**src/rtl/core/tfd_pkg.sv**
```systemverilog
// Shared types, widths and constant tables of the tilt face detector.
package tfd_pkg;

  // Field and register widths
  localparam int AXW   = 16;   // raw axis word
  localparam int TSW   = 32;   // timestamp
  localparam int SIDEW = 7;    // side code
  localparam int HOLDW = 16;   // hold time
  localparam int AW    = 4;    // APB byte address
  localparam int DW    = 32;   // APB data

  // Axis mapping: (v - lo) * 180 / (hi - lo) - 90
  localparam int DIFW  = AXW + 1;        // v - lo and hi - lo
  localparam int PRODW = DIFW + 8;       // times 180
  localparam int NUMW  = PRODW - 1;      // dividend magnitude
  localparam int DENW  = DIFW;           // divisor magnitude
  localparam int MW    = NUMW + 2;       // mapped value, signed
  localparam int DCW   = $clog2(NUMW + 1);

  // Angle unit
  localparam int ANGLE_ITERATIONS = 16;
  localparam int TABLE_LEN = 24;
  localparam int FRAC  = 16;
  localparam int CW    = MW + FRAC + 4;  // rotation vector, signed
  localparam int ZW    = 32;             // angle accumulator, signed
  localparam int IW    = $clog2(TABLE_LEN + 1);
  localparam int ANGW  = 17;             // degrees * 256

  localparam logic signed [ZW-1:0] DEG90  = ZW'(90 * 65536);
  localparam logic signed [ZW-1:0] DEG180 = ZW'(180 * 65536);
  localparam logic signed [ZW:0]   DEG360 = (ZW + 1)'(360 * 65536);

  localparam logic signed [ZW-1:0] ATAN_DEG16 [TABLE_LEN] = '{
    32'sd2949120, 32'sd1740967, 32'sd919879, 32'sd466945, 32'sd234379, 32'sd117304,
    32'sd58666, 32'sd29335, 32'sd14668, 32'sd7334, 32'sd3667, 32'sd1833,
    32'sd917, 32'sd458, 32'sd229, 32'sd115, 32'sd57, 32'sd29,
    32'sd14, 32'sd7, 32'sd4, 32'sd2, 32'sd1, 32'sd0
  };

  // Face windows on the first angle, degrees * 256, exclusive bounds
  localparam logic [ANGW-1:0] WIN1_LO = ANGW'(70 * 256);
  localparam logic [ANGW-1:0] WIN1_HI = ANGW'(100 * 256);
  localparam logic [ANGW-1:0] WIN2_LO = ANGW'(230 * 256);
  localparam logic [ANGW-1:0] WIN2_HI = ANGW'(290 * 256);
  localparam logic [8:0]      DEG_LAST = 9'd355;

  // Divide by 360 as a reciprocal multiply, exact for products below 2^16
  localparam int PW = 16;
  localparam int RSHIFT = 24;
  localparam logic [PW-1:0] RECIP360 = PW'(((1 << RSHIFT) + 359) / 360);

  // Register indexes
  localparam logic [1:0] REG_NSIDES = 2'd0;
  localparam logic [1:0] REG_MINRAW = 2'd1;
  localparam logic [1:0] REG_MAXRAW = 2'd2;
  localparam logic [1:0] REG_HOLD   = 2'd3;

  // Controller commands to the datapath
  typedef struct packed {
    logic load;
    logic div_start;
    logic ang_start;
    logic classify;
    logic pick_side;
    logic commit;
  } cmd_t;

  // Datapath status to the controller
  typedef struct packed {
    logic div_busy;
    logic ang_busy;
  } stat_t;

endpackage

```
**src/rtl/core/tilt_face_detect_debounce.sv**
```systemverilog
// Top level of the tilt face detector: register file, sequencer and datapath.
//
// Input channel (in_valid_i/in_ready_o) takes one accelerometer word: three
// raw signed axes and a millisecond timestamp. Output channel
// (out_valid_o/out_ready_i) returns exactly one result word per input word:
// the side classified from that sample, and a report flag with the side when
// a new side has held longer than hold_ms.
// Registers are written over the APB port; write them only while idle.
// Each word passes in order through capture, launch, the three axis dividers
// running side by side (one quotient bit per cycle), the two angle units
// running side by side (one rotation per cycle), classification and the
// write of the result register. One word is worked on at a time; the next
// word is taken as soon as the previous result sits in the output register,
// even if the receiver has not yet taken it.
// When the receiver stalls, the result holds and the following word waits in
// its final step. Reset clears the sequencer, the output valid and the
// debounce state, and loads the register defaults (6 sides, bounds 265 and
// 402, hold 5000 ms).
module tilt_face_detect_debounce (
  input  logic                           clk_i,
  input  logic                           rst_ni,
  input  logic                           psel,
  input  logic                           penable,
  input  logic                           pwrite,
  input  logic [tfd_pkg::AW-1:0]         paddr,
  input  logic [tfd_pkg::DW-1:0]         pwdata,
  output logic [tfd_pkg::DW-1:0]         prdata,
  output logic                           pready,
  input  logic                           in_valid_i,
  output logic                           in_ready_o,
  input  logic signed [tfd_pkg::AXW-1:0] accel_x_i,
  input  logic signed [tfd_pkg::AXW-1:0] accel_y_i,
  input  logic signed [tfd_pkg::AXW-1:0] accel_z_i,
  input  logic [tfd_pkg::TSW-1:0]        now_ms_i,
  output logic                           out_valid_o,
  input  logic                           out_ready_i,
  output logic                           report_valid_o,
  output logic [tfd_pkg::SIDEW-1:0]      stable_side_o,
  output logic [tfd_pkg::SIDEW-1:0]      current_side_o
);
  import tfd_pkg::*;

  logic [SIDEW-1:0] nsides_q;
  logic [AXW-1:0]   min_raw_q, max_raw_q;
  logic [HOLDW-1:0] hold_q;
  logic             wr;
  logic [1:0]       idx;
  cmd_t             cmd;
  stat_t            stat;

  assign pready = 1'b1;
  assign wr     = psel && penable && pwrite;
  assign idx    = paddr[3:2];

  // Write configuration registers
  always_ff @(posedge clk_i or negedge rst_ni) begin
    if (!rst_ni) begin
      nsides_q  <= SIDEW'(6);
      min_raw_q <= AXW'(265);
      max_raw_q <= AXW'(402);
      hold_q    <= HOLDW'(5000);
    end else if (wr) begin
      unique case (idx)
        REG_NSIDES: nsides_q  <= pwdata[SIDEW-1:0];
        REG_MINRAW: min_raw_q <= pwdata[AXW-1:0];
        REG_MAXRAW: max_raw_q <= pwdata[AXW-1:0];
        REG_HOLD:   hold_q    <= pwdata[HOLDW-1:0];
        default:    hold_q    <= hold_q;
      endcase
    end
  end

  // Read back
  always_comb begin
    unique case (idx)
      REG_NSIDES: prdata = DW'(nsides_q);
      REG_MINRAW: prdata = DW'(min_raw_q);
      REG_MAXRAW: prdata = DW'(max_raw_q);
      REG_HOLD:   prdata = DW'(hold_q);
      default:    prdata = '0;
    endcase
  end

  tfd_ctrl u_ctrl (
    .clk_i       (clk_i),
    .rst_ni      (rst_ni),
    .in_valid_i  (in_valid_i),
    .in_ready_o  (in_ready_o),
    .out_valid_o (out_valid_o),
    .out_ready_i (out_ready_i),
    .cmd_o       (cmd),
    .stat_i      (stat)
  );

  tfd_datapath u_dp (
    .clk_i          (clk_i),
    .rst_ni         (rst_ni),
    .cmd_i          (cmd),
    .stat_o         (stat),
    .nsides_i       (nsides_q),
    .min_raw_i      (min_raw_q),
    .max_raw_i      (max_raw_q),
    .hold_i         (hold_q),
    .accel_x_i      (accel_x_i),
    .accel_y_i      (accel_y_i),
    .accel_z_i      (accel_z_i),
    .now_ms_i       (now_ms_i),
    .report_valid_o (report_valid_o),
    .stable_side_o  (stable_side_o),
    .current_side_o (current_side_o)
  );

endmodule

```
**src/rtl/core/tfd_div.sv**
```systemverilog
// Restoring unsigned divider, one quotient bit per cycle.
module tfd_div (
  input  logic                    clk_i,
  input  logic                    rst_ni,
  input  logic                    start_i,
  input  logic [tfd_pkg::NUMW-1:0] num_i,
  input  logic [tfd_pkg::DENW-1:0] den_i,
  output logic                    busy_o,
  output logic [tfd_pkg::NUMW-1:0] quo_o
);
  import tfd_pkg::*;

  logic              busy_q, busy_d;
  logic [DCW-1:0]    cnt_q, cnt_d;
  logic [NUMW-1:0]   quo_q, quo_d;
  logic [DENW-1:0]   rem_q, rem_d;
  logic [DENW:0]     trial;
  logic [DENW:0]     diff;

  // Shift in one dividend bit and try the subtraction
  always_comb begin
    trial  = {rem_q, quo_q[NUMW-1]};
    diff   = trial - {1'b0, den_i};
    busy_d = busy_q;
    cnt_d  = cnt_q;
    quo_d  = quo_q;
    rem_d  = rem_q;
    if (start_i) begin
      busy_d = 1'b1;
      cnt_d  = DCW'(NUMW);
      quo_d  = num_i;
      rem_d  = '0;
    end else if (busy_q) begin
      if (trial >= {1'b0, den_i}) begin
        rem_d = diff[DENW-1:0];
        quo_d = {quo_q[NUMW-2:0], 1'b1};
      end else begin
        rem_d = trial[DENW-1:0];
        quo_d = {quo_q[NUMW-2:0], 1'b0};
      end
      cnt_d = cnt_q - 1'b1;
      if (cnt_q == DCW'(1)) begin
        busy_d = 1'b0;
      end
    end
  end

  always_ff @(posedge clk_i or negedge rst_ni) begin
    if (!rst_ni) begin
      busy_q <= 1'b0;
      cnt_q  <= '0;
    end else begin
      busy_q <= busy_d;
      cnt_q  <= cnt_d;
    end
  end

  always_ff @(posedge clk_i) begin
    quo_q <= quo_d;
    rem_q <= rem_d;
  end

  assign busy_o = busy_q;
  assign quo_o  = quo_q;

endmodule

```
**src/rtl/core/tfd_cordic.sv**
```systemverilog
// Vectoring CORDIC that returns atan2(a, b) + 180 degrees, 8 fraction bits.
module tfd_cordic (
  input  logic                          clk_i,
  input  logic                          rst_ni,
  input  logic                          start_i,
  input  logic signed [tfd_pkg::MW-1:0] a_i,
  input  logic signed [tfd_pkg::MW-1:0] b_i,
  output logic                          busy_o,
  output logic [tfd_pkg::ANGW-1:0]      angle_o
);
  import tfd_pkg::*;

  logic                 busy_q;
  logic [IW-1:0]        cnt_q;
  logic signed [CW-1:0] x_q, y_q;
  logic signed [ZW-1:0] z_q;
  logic [ANGW-1:0]      angle_q;

  logic signed [CW-1:0] a_ext, b_ext, xs, ys;
  logic signed [ZW:0]   tot, clamped, rnd;

  assign a_ext = {{(CW - MW - FRAC){a_i[MW-1]}}, a_i, {FRAC{1'b0}}};
  assign b_ext = {{(CW - MW - FRAC){b_i[MW-1]}}, b_i, {FRAC{1'b0}}};
  assign xs    = x_q >>> cnt_q;
  assign ys    = y_q >>> cnt_q;

  // Offset by half a turn, clamp to a full turn, round to 8 fraction bits
  always_comb begin
    tot = {z_q[ZW-1], z_q} + {DEG180[ZW-1], DEG180};
    if (tot < 0) begin
      clamped = '0;
    end else if (tot > DEG360) begin
      clamped = DEG360;
    end else begin
      clamped = tot;
    end
    rnd = clamped + (ZW + 1)'(128);
  end

  always_ff @(posedge clk_i or negedge rst_ni) begin
    if (!rst_ni) begin
      busy_q <= 1'b0;
      cnt_q  <= '0;
    end else if (start_i) begin
      busy_q <= 1'b1;
      cnt_q  <= (a_i == '0 || b_i == '0) ? IW'(ANGLE_ITERATIONS) : '0;
    end else if (busy_q) begin
      if (cnt_q == IW'(ANGLE_ITERATIONS)) begin
        busy_q <= 1'b0;
      end else begin
        cnt_q <= cnt_q + 1'b1;
      end
    end
  end

  // Load the vector, rotate toward the positive x axis, finish
  always_ff @(posedge clk_i) begin
    if (start_i) begin
      if (a_i == '0) begin
        x_q <= b_ext;
        y_q <= a_ext;
        z_q <= (b_i >= 0) ? '0 : DEG180;
      end else if (b_i == '0) begin
        x_q <= b_ext;
        y_q <= a_ext;
        z_q <= (a_i > 0) ? DEG90 : -DEG90;
      end else if (b_i < 0) begin
        x_q <= -b_ext;
        y_q <= -a_ext;
        z_q <= (a_i > 0) ? DEG180 : -DEG180;
      end else begin
        x_q <= b_ext;
        y_q <= a_ext;
        z_q <= '0;
      end
    end else if (busy_q) begin
      if (cnt_q == IW'(ANGLE_ITERATIONS)) begin
        angle_q <= rnd[ANGW+7:8];
      end else if (y_q > 0) begin
        x_q <= x_q + ys;
        y_q <= y_q - xs;
        z_q <= z_q + ATAN_DEG16[cnt_q];
      end else begin
        x_q <= x_q - ys;
        y_q <= y_q + xs;
        z_q <= z_q - ATAN_DEG16[cnt_q];
      end
    end
  end

  assign busy_o  = busy_q;
  assign angle_o = angle_q;

endmodule

```
**src/rtl/core/tfd_datapath.sv**
```systemverilog
// Datapath: axis mapping, two angle units, side classification, debounce state.
module tfd_datapath (
  input  logic                          clk_i,
  input  logic                          rst_ni,
  input  tfd_pkg::cmd_t                 cmd_i,
  output tfd_pkg::stat_t                stat_o,
  input  logic [tfd_pkg::SIDEW-1:0]     nsides_i,
  input  logic [tfd_pkg::AXW-1:0]       min_raw_i,
  input  logic [tfd_pkg::AXW-1:0]       max_raw_i,
  input  logic [tfd_pkg::HOLDW-1:0]     hold_i,
  input  logic signed [tfd_pkg::AXW-1:0] accel_x_i,
  input  logic signed [tfd_pkg::AXW-1:0] accel_y_i,
  input  logic signed [tfd_pkg::AXW-1:0] accel_z_i,
  input  logic [tfd_pkg::TSW-1:0]       now_ms_i,
  output logic                          report_valid_o,
  output logic [tfd_pkg::SIDEW-1:0]     stable_side_o,
  output logic [tfd_pkg::SIDEW-1:0]     current_side_o
);
  import tfd_pkg::*;

  // Captured word
  logic signed [AXW-1:0] ax_q [3];
  logic [TSW-1:0]        now_q;

  // Mapping
  logic signed [DIFW-1:0]  den;
  logic [DENW-1:0]         den_mag;
  logic signed [DIFW-1:0]  dif  [3];
  logic signed [PRODW-1:0] prod [3];
  logic [NUMW-1:0]         num  [3];
  logic [NUMW-1:0]         quo  [3];
  logic                    neg_q [3];
  logic                    dz_q;
  logic signed [MW-1:0]    qs   [3];
  logic signed [MW-1:0]    m    [3];
  logic [2:0]              dbusy;

  // Angles and classification
  logic [ANGW-1:0]         a1, a2;
  logic [1:0]              abusy;
  logic [8:0]              deg;
  logic [PW-1:0]           p_q;
  logic                    face_q, big_q;
  logic [2*PW-1:0]         scaled;
  logic [SIDEW-1:0]        side_q;

  // Debounce state and result word
  logic [SIDEW-1:0]        last_q;
  logic [TSW-1:0]          ct_q;
  logic                    rep_q;
  logic [TSW-1:0]          age;
  logic                    fire;
  logic                    rv_q;
  logic [SIDEW-1:0]        ss_q, cs_q;

  always_ff @(posedge clk_i) begin
    if (cmd_i.load) begin
      ax_q[0] <= accel_x_i;
      ax_q[1] <= accel_y_i;
      ax_q[2] <= accel_z_i;
      now_q   <= now_ms_i;
    end
  end

  // Form numerator and divisor magnitudes and the quotient sign
  assign den     = DIFW'($signed(max_raw_i)) - DIFW'($signed(min_raw_i));
  assign den_mag = den[DIFW-1] ? DENW'(-den) : DENW'(den);

  for (genvar k = 0; k < 3; k++) begin : g_axis
    assign dif[k]  = DIFW'(ax_q[k]) - DIFW'($signed(min_raw_i));
    assign prod[k] = PRODW'(dif[k]) * PRODW'(180);
    assign num[k]  = prod[k][PRODW-1] ? NUMW'(-prod[k]) : NUMW'(prod[k]);
    assign qs[k]   = neg_q[k] ? -MW'(quo[k]) : MW'(quo[k]);
    assign m[k]    = dz_q ? -MW'(90) : qs[k] - MW'(90);

    tfd_div u_div (
      .clk_i   (clk_i),
      .rst_ni  (rst_ni),
      .start_i (cmd_i.div_start),
      .num_i   (num[k]),
      .den_i   (den_mag),
      .busy_o  (dbusy[k]),
      .quo_o   (quo[k])
    );

    always_ff @(posedge clk_i) begin
      if (cmd_i.div_start) begin
        neg_q[k] <= prod[k][PRODW-1] ^ den[DIFW-1];
      end
    end
  end

  always_ff @(posedge clk_i) begin
    if (cmd_i.div_start) begin
      dz_q <= (den == '0);
    end
  end

  // First angle from y and z, second from x and z
  tfd_cordic u_ang1 (
    .clk_i   (clk_i),
    .rst_ni  (rst_ni),
    .start_i (cmd_i.ang_start),
    .a_i     (-m[1]),
    .b_i     (-m[2]),
    .busy_o  (abusy[0]),
    .angle_o (a1)
  );

  tfd_cordic u_ang2 (
    .clk_i   (clk_i),
    .rst_ni  (rst_ni),
    .start_i (cmd_i.ang_start),
    .a_i     (-m[0]),
    .b_i     (-m[2]),
    .busy_o  (abusy[1]),
    .angle_o (a2)
  );

  assign stat_o.div_busy = |dbusy;
  assign stat_o.ang_busy = |abusy;

  // Classify: face window test and bucket product
  assign deg = a2[ANGW-1:8];

  always_ff @(posedge clk_i) begin
    if (cmd_i.classify) begin
      face_q <= (a1 > WIN1_LO && a1 < WIN1_HI) || (a1 > WIN2_LO && a1 < WIN2_HI);
      big_q  <= deg > DEG_LAST;
      p_q    <= PW'(deg) * PW'(nsides_i);
    end
  end

  // Divide the bucket product by 360
  assign scaled = p_q * RECIP360;

  always_ff @(posedge clk_i) begin
    if (cmd_i.pick_side) begin
      if (face_q) begin
        side_q <= nsides_i;
      end else if (big_q) begin
        side_q <= '0;
      end else begin
        side_q <= scaled[RSHIFT+SIDEW-1:RSHIFT];
      end
    end
  end

  // Debounce: restart on change, report once after the hold time
  assign age  = now_q - ct_q;
  assign fire = (side_q == last_q) && (age > TSW'(hold_i)) && !rep_q;

  always_ff @(posedge clk_i or negedge rst_ni) begin
    if (!rst_ni) begin
      last_q <= '0;
      ct_q   <= '0;
      rep_q  <= 1'b0;
    end else if (cmd_i.commit) begin
      if (side_q != last_q) begin
        last_q <= side_q;
        ct_q   <= now_q;
        rep_q  <= 1'b0;
      end else if (fire) begin
        rep_q  <= 1'b1;
      end
    end
  end

  always_ff @(posedge clk_i) begin
    if (cmd_i.commit) begin
      rv_q <= fire;
      ss_q <= fire ? side_q : '0;
      cs_q <= side_q;
    end
  end

  assign report_valid_o = rv_q;
  assign stable_side_o  = ss_q;
  assign current_side_o = cs_q;

endmodule

```
**src/rtl/core/tfd_ctrl.sv**
```systemverilog
// Sequencer that steps one sample through mapping, angles, classification, debounce.
module tfd_ctrl (
  input  logic           clk_i,
  input  logic           rst_ni,
  input  logic           in_valid_i,
  output logic           in_ready_o,
  output logic           out_valid_o,
  input  logic           out_ready_i,
  output tfd_pkg::cmd_t  cmd_o,
  input  tfd_pkg::stat_t stat_i
);
  import tfd_pkg::*;

  typedef enum logic [2:0] {
    S_IDLE,
    S_DIVGO,
    S_DIVW,
    S_ANGW,
    S_CLS,
    S_SIDE,
    S_PUT
  } state_e;

  state_e state_q;
  logic   out_valid_q;
  logic   put;

  assign in_ready_o = (state_q == S_IDLE);
  assign put        = (state_q == S_PUT) && (!out_valid_q || out_ready_i);

  // Decode commands from the state
  always_comb begin
    cmd_o           = '0;
    cmd_o.load      = (state_q == S_IDLE) && in_valid_i;
    cmd_o.div_start = (state_q == S_DIVGO);
    cmd_o.ang_start = (state_q == S_DIVW) && !stat_i.div_busy;
    cmd_o.classify  = (state_q == S_ANGW) && !stat_i.ang_busy;
    cmd_o.pick_side = (state_q == S_CLS);
    cmd_o.commit    = put;
  end

  // Advance the sequence and hold the result word until taken
  always_ff @(posedge clk_i or negedge rst_ni) begin
    if (!rst_ni) begin
      state_q     <= S_IDLE;
      out_valid_q <= 1'b0;
    end else begin
      if (put) begin
        out_valid_q <= 1'b1;
      end else if (out_ready_i) begin
        out_valid_q <= 1'b0;
      end
      unique case (state_q)
        S_IDLE:  if (in_valid_i) begin
          state_q <= S_DIVGO;
        end
        S_DIVGO: state_q <= S_DIVW;
        S_DIVW:  if (!stat_i.div_busy) begin
          state_q <= S_ANGW;
        end
        S_ANGW:  if (!stat_i.ang_busy) begin
          state_q <= S_CLS;
        end
        S_CLS:   state_q <= S_SIDE;
        S_SIDE:  state_q <= S_PUT;
        S_PUT:   if (put) begin
          state_q <= S_IDLE;
        end
        default: state_q <= S_IDLE;
      endcase
    end
  end

  assign out_valid_o = out_valid_q;

endmodule

```
**config.mk**
```make
export PLATFORM = sky130hd
export DESIGN_NAME = tilt_face_detect_debounce
export DESIGN_NICKNAME = d
export VERILOG_FILES = /design/src/rtl/core/tfd_pkg.sv /design/src/rtl/core/tilt_face_detect_debounce.sv /design/src/rtl/core/tfd_div.sv /design/src/rtl/core/tfd_cordic.sv /design/src/rtl/core/tfd_datapath.sv /design/src/rtl/core/tfd_ctrl.sv
export SDC_FILE = /design/constraint.sdc
export NUM_CORES = 2
export LEC_CHECK = 0
export BUFFER_PORTS_ARGS = -buffer_cell sky130_fd_sc_hd__buf_2
export CORE_AREA = 4 4 360 362
export DETAILED_ROUTE_END_ITERATION = 6
export DIE_AREA = 0 0 364 366
export GPL_ROUTABILITY_DRIVEN = 0
export HOLD_SLACK_MARGIN = 0.08
export PLACE_DENSITY = 0.83
export SYNTH_ARGS = -nofsm -noshare
export SYNTH_HDL_FRONTEND = slang
export SYNTH_SLANG_ARGS = --single-unit
```
**constraint.sdc**
```tcl
create_clock -name clk_i -period 11.16 [get_ports clk_i]
set_input_delay 1.116 -clock clk_i [delete_from_list [all_inputs] [get_ports clk_i]]
set_output_delay 1.116 -clock clk_i [all_outputs]
set_load 0.1 [all_outputs]
```
Word level (Yosys, flattened, before mapping)
Memories as Yosys holds them, arrays and structs flattened. Index checks and enable logic that the tools add are counted.

Bits in registers: 607. RAM bits: 51. Bits in read-only memories: 2048. Input port bits: 123. Output and inout port bits: 50. Logic and storage cells: 313. Memories: 4.

Memory list: (no name shown) (depth 32, width 32, rd ports 1, clocked after memory_dff 0, wr ports 0, RTL line tfd_cordic.sv:86) `z_q <= z_q - ATAN_DEG16[cnt_q];`; (no name shown) (depth 32, width 32, rd ports 1, clocked after memory_dff 0, wr ports 0, RTL line tfd_cordic.sv:86); u_dp.ax_q (depth 3, width 16, rd ports 3, clocked after memory_dff 0, wr ports 3, RTL line tfd_datapath.sv:22) `logic signed [AXW-1:0] ax_q [3];`; u_dp.neg_q (depth 3, width 1, rd ports 3, clocked after memory_dff 0, wr ports 3, RTL line tfd_datapath.sv:32) `logic neg_q [3];`.

Add/subtract/negate cells: 45. Multipliers: 5. $lt $le $gt $ge: 21. Eq/ne operators: 22. Shifts and indexed selects: 4. Mux-type cells: 120. Bitwise operators: 6. Reductions and logical operators: 44.

Operators by type and width (number): $mux 46 (26); $mux 32 (22); $mux 24 (10); $add 46x46->46 (4); $sshr 46x5->46 (4); $sub 46x46->46 (4); $mux 26 (6); $neg 42->46 (3); $pmux 32 s4 (1); $mux 25 (4); $sub 32x32->32 (3); $gt 46x1->1 const B (2); $logic_not 26->1 (3); $neg 24->26 (3); $neg 26->26 (3); $sub 26x8->26 const B (3); $neg 24->24 (3); $mux 5 (14); $mul 17x7->23 const B (3); $mux 17 (4); $sub 16x16->17 (4); $add 32x25->33 const B (2); $gt 33x26->1 const B (2); $lt 33x1->1 const B (2); other kinds (49) (132).

Depth between registers and ports, before layout
Word-level depth: 11. Depth in mapped cells: 37. Mapped depth without buffers: 35.

Hierarchy
Synthesis repeated with hierarchy kept, for this count alone.

Cells, all modules: 10220. Area total of the unflattened synthesis: 89367.0 sq um.

Modules (own cells, without submodules): tfd_datapath (instances 1, cells each 3471, area an instance 29677.2 sq um, sequential area each 4724.5 sq um); tfd_cordic (u_dp.u_ang1) (instances 1, cells each 2834, area an instance 24159.4 sq um, sequential area each 4384.2 sq um); tfd_cordic (u_dp.u_ang2) (instances 1, cells each 2858, area an instance 23835.4 sq um, sequential area each 4384.2 sq um); tfd_div (u_dp.g_axis[0].u_div ...) (instances 2, cells each 279, area an instance 2845.2 sq um, sequential area each 1211.2 sq um); tfd_div (u_dp.g_axis[2].u_div) (instances 1, cells each 301, area an instance 3060.4 sq um, sequential area each 1211.2 sq um); tilt_face_detect_debounce (instances 1, cells each 169, area an instance 2681.3 sq um, sequential area each 1393.8 sq um); tfd_ctrl (instances 1, cells each 29, area an instance 262.8 sq um, sequential area each 100.1 sq um).

Worst setup path before layout
OpenSTA, ideal clock, no wires.

Kind: register -> register. Start point: register min_raw_q[1]. End point: register u_dp.g_axis[2].u_div.quo_q[11], data pin. Library setup time: 0.267 ns. Data arrival time: 7.464 ns. Path slack: 3.430 ns. Cell stages (with the launch flop): 33. Buffers on the path: 1. Cells stage by stage: dfrtp_1 > inv_1 > ha_1 > nor2b_1 > o21ai_0 > a21boi_0 > o21ai_0 > nand2b_1 > a21o_1 > a41o_1 > o21ai_0 > nor2b_1 > o21a_1 > or3_1 > and2_1 > ha_1 > ha_1 > fa_1 > inv_1 > fa_1 > inv_1 > ha_1 > a21o_1 > a21oi_1 > o21ai_0 > a41oi_1 > nor3b_1 > o21a_1 > nor4_1 > clkbuf_1 > nor3_1 > xnor2_1 > o21ai_0.

Longest elaborated chain between the ends: 5.

Ends and longest elaborated chain: from (decl) (RTL line tilt_face_detect_debounce.sv:44) `logic [AXW-1:0] min_raw_q, max_raw_q;`; from (signal assigned) (RTL line tilt_face_detect_debounce.sv:65) `REG_MINRAW: min_raw_q <= pwdata[AXW-1:0];`; $sub 16x16->17 * (RTL line tfd_datapath.sv:70) `assign dif[k] = DIFW'(ax_q[k]) - DIFW'($signed(min_raw_i));`; $mul 17x7->23 * (RTL line tfd_datapath.sv:71) `assign prod[k] = PRODW'(dif[k]) * PRODW'(180);`; $neg 24->24 (RTL line tfd_datapath.sv:72) `assign num[k] = prod[k][PRODW-1] ? NUMW'(-prod[k]) : NUMW'(prod[k]);`; $mux 24 * (RTL line tfd_datapath.sv:72); $mux 24 * (RTL line tfd_div.sv:28) `if (start_i) begin`; net u_dp.g_axis[2].u_div.quo_d[11] (RTL line tfd_div.sv:15) `logic [NUMW-1:0] quo_q, quo_d;`; to (signal assigned) (RTL line tfd_div.sv:59) `quo_q <= quo_d;`; to (decl) (RTL line tfd_div.sv:15).

Mark *: on every way through the listed nets, which the timed path passes. The rest lies on a longest branch. A chain may end at the register's enable or synchronous reset.

Final worst setup path
Start point: register u_dp.u_ang2.cnt_q[2]. End point: register u_dp.u_ang2.x_q[44], data pin.

Longest elaborated chain between the ends: 6. Elaborated cells on any way between the ends: 7. Classes of those cells: add/sub (2); shift (1); mux (4).

Ends and longest elaborated chain: from (decl) (RTL line tfd_cordic.sv:14) `logic [IW-1:0] cnt_q;`; from (signal assigned) (RTL line tfd_cordic.sv:46) `cnt_q <= (a_i == '0 || b_i == '0) ? IW'(ANGLE_ITERATIONS) : '0;`; from (signal assigned) (RTL line tfd_cordic.sv:51) `cnt_q <= cnt_q + 1'b1;`; $sshr 46x5->46 * (RTL line tfd_cordic.sv:25) `assign ys = y_q >>> cnt_q;`; $sub 46x46->46 or $add 46x46->46 (tied branches) (RTL line tfd_cordic.sv:84, tfd_cordic.sv:80); $mux 46 * (RTL line tfd_cordic.sv:79) `end else if (y_q > 0) begin`; $mux 46 * (RTL line tfd_cordic.sv:77) `if (cnt_q == IW'(ANGLE_ITERATIONS)) begin`; $mux 46 * (RTL line tfd_cordic.sv:76) `end else if (busy_q) begin`; $mux 46 * (RTL line tfd_cordic.sv:58) `if (start_i) begin`; to (signal assigned) (RTL line tfd_cordic.sv:60) `x_q <= b_ext;`; to (signal assigned) (RTL line tfd_cordic.sv:80) `x_q <= x_q + ys;`; to (signal assigned) (RTL line tfd_cordic.sv:84) `x_q <= x_q - ys;`; to (decl) (RTL line tfd_cordic.sv:15) `logic signed [CW-1:0] x_q, y_q;`.

Every way passes the cells marked *; elsewhere a longest branch is shown, timed or not. The select of a mux whose other input is x is not followed.

==> impl_metrics.json <==
{
  "grt_pass1_wl_mm": 362,
  "synth_cell_types": 115,
  "ant_nets": 0,
  "startpoint_type": "register",
  "cp_max_fo": 78,
  "utilization": 0.690,
  "fin_ws_ns": 1.98,
  "cts.sinks": 650,
  "async_flop_share": 0.198,
  "vias": 74408,
  "drv_cap": 0,
  "end_kind": "register",
  "drive_gt1_frac": 0.0960,
  "die_h_um": 366,
  "port_buffers": 137,
  "synth_ff_type": "edfxtp_1",
  "crit_start": "u_dp.u_ang2.cnt_q[2]$_DFFE_PN0P_",
  "clk_pin_slew_worst_paths_ns": 0.06,
  "cp_common_cell": "a21o_1",
  "max_stage_delay_ns": 0.89,
  "violations": "design-rule violations",
  "dp_cells": 11098,
  "hold_viol": 0,
  "clk-insertion-delay-late_ns": 0.72,
  "htree_levels": 3,
  "cp.arrival_ns": 9.61,
  "gr-total-overflow": 0,
  "grt_max_degree": 172,
  "syn_to_final_growth_pct": 5.09,
  "crit_required_ns": 11.59,
  "synth_seq_cells": 650,
  "layout.cells.non_filler": 11241,
  "fmax_mhz": 109,
  "cts_resized": 0,
  "rows": 131,
  "critPathKind": "register to register",
  "final_net_count": 10584,
  "synth_area_leader_cell": "edfxtp_1",
  "start_util": 0.656,
  "synth-edff-count": 470,
  "wirelength_mm": 224,
  "rsz0062_at_grt": "no",
  "place_worst_setup_slack_ns": 2.36,
  "postCtsHoldBufs": 0,
  "numCtsBuffers": 79,
  "finalSetupViolations": 0,
  "fp.dieW_um": 364,
  "synthCells": 9655,
  "syn_area_per_cell_um2": 8.61,
  "dieArea_mm2": 0.133,
  "period_share": 0.823,
  "status": "complete, but fails checks",
  "avgRoutedWirePerCell_um": 19.9,
  "ys_warn_count": 0,
  "clockRootBuffer": "clkbuf_16",
  "cts_tree": "yes",
  "drt_first_pass_iters": 7,
  "fin_tns_setup_ns": 0,
  "syn-cell-area_mm2": 0.0832,
  "cts_max_path_buffers": 3,
  "dr.first_iter.drc_count": 8248,
  "pin_count": 173,
  "grtUsageTotal": 0.326,
  "final_cell_mix": "nand2_1, nor2_1, ha_1, inv_1, o21ai_0",
  "drv_slew": 0,
  "cpMaxStageDelayCell": "clkinv_2",
  "core_region_area_mm2": 0.127,
  "grt_antenna_before_repair": 1,
  "antenna_cells": 0,
  "slew_headroom": 0.194,
  "regToRegStartpoint": "u_dp.u_ang2.cnt_q[2]$_DFFE_PN0P_",
  "fin_crit_ns": 9.18,
  "hold_class": "primary input to async pin",
  "synthTopCellsByArea": "edfxtp_1, ha_1, mux4_2",
  "seq_area_frac_synth": 0.221,
  "mostFrequentLayoutCell": "nand2_1",
  "drc": 2,
  "finClkSkew_ns": 0.0527,
  "netlist.area_leader.share": 0.170,
  "hpwl_mm": 170,
  "avgViaCountPerCell": 6.62,
  "tightest_slew_ns": 1.21,
  "grt_pass1_vias": 70896,
  "cts_setup_buffers": 0
}
==> area by class of cell <==
cell class	count	area, µm²
inverters	730	2740
repair buffers	196	1150
clock inverters	29	398
flip-flops and latches	650	18400
clock buffers	114	2230
multi-input cells	7860	60400
fillers	9588	39300
well taps	1662	2080
==> synth_stat cells, types with 101 or more instances <==
cell type,n
nand2b_1,119
mux4_2,247
nand4_1,101
ha_1,754
dfrtp_1,115
nand2_1,880
nor3_1,218
nor2_1,803
mux2_2,173
xor2_1,373
clkbuf_1,290
a21o_1,192
a21oi_1,600
xnor2_1,560
inv_1,723
fa_1,190
nand3_1,175
mux2i_1,150
edfxtp_1,470
nor2b_1,106
o21ai_0,659
and2_1,112
==> critical path: cells and delay by family, from the launching register on <==
| family | cells | cell delay [ns] |
|---|---|---|
| AOI/OAI and AO/OA | 15 | 3.41 |
| buffers and inverters | 3 | 2.11 |
| and+or+nand+nor | 7 | 1.59 |
| muxes | 2 | 0.81 |
| adders and majority gates | 2 | 0.45 |
| DFF | 1 | 0.34 |
| xor gates and xnor gates | 1 | 0.13 |
==> registers in the layout (all words and copies together), names as in the netlist, 9 cells and up <==
name	count
u_dp.g_axis.u_div.rem_q	51
u_dp.g_axis.u_div.cnt_q	15
hold_q	16
u_dp.u_ang2.x_q	46
u_dp.u_ang1.y_q	46
u_dp.g_axis.u_div.quo_o	72
u_dp.u_ang2.y_q	46
u_dp.p_q	16
u_dp.u_ang1.angle_o	17
u_dp.now_q	32
u_dp.ax_q	48
u_dp.u_ang1.z_q	32
u_dp.ct_q	32
u_dp.u_ang2.z_q	32
u_dp.u_ang1.x_q	46
min_raw_q	16
max_raw_q	16
u_dp.u_ang2.angle_o	9
==> cell families (layout without fill, tap and decap cells) <==
logic type,Yosys count,count (layout),synth area share
mux,570,570,0.108
buf+inv,1160,1069,0.0546
simple gates,3029,3029,0.177
other cells,2,17,0.0000903
fa+ha+maj,944,944,0.159
xor+xnor,937,937,0.0993
flops,650,650,0.221
compound gates,2363,2363,0.181
==> layer usage <==
layer | GRT usage | vias up | wire, µm
met3 | 0.0523 | 702 | 20100
li1 | - | 34624 | -
met2 | 0.522 | 3737 | 101000
met1 | 0.437 | 35343 | 91000
met4 | 0.143 | 2 | 11100
met5 | 0 | - | 13
==> path summary, 6_finish.rpt <==
path,cells past startpoint,end,slack (ns)
setup / recovery,30,u_dp.u_ang2.x_q[44]$_DFFE_PP_,1.98
hold / removal,1,u_dp.ct_q[30]$_DFFE_PN0P_,0.37
setup reg to reg,30,u_dp.u_ang2.x_q[44]$_DFFE_PP_,1.98
hold reg to reg,1,u_dp.ct_q[15]$_DFFE_PN0P_,0.50
max in group asynchronous,2,min_raw_q[5]$_DFFE_PN0P_,9.40
min in group clk_i,1,u_dp.ct_q[15]$_DFFE_PN0P_,0.50
==> through the flow <==
step	hold slack [ns]	cell area, µm²
floorplan	0.456	83200
global placement	0.469	84800
detailed placement	0.487	84800
CTS	0.385	87400
global route	0.402	87400
finish	0.371	87400
Power is left out: the tool's default activity adds up to more than one toggle a clock period on the data nets, which glitch-free logic cannot reach.
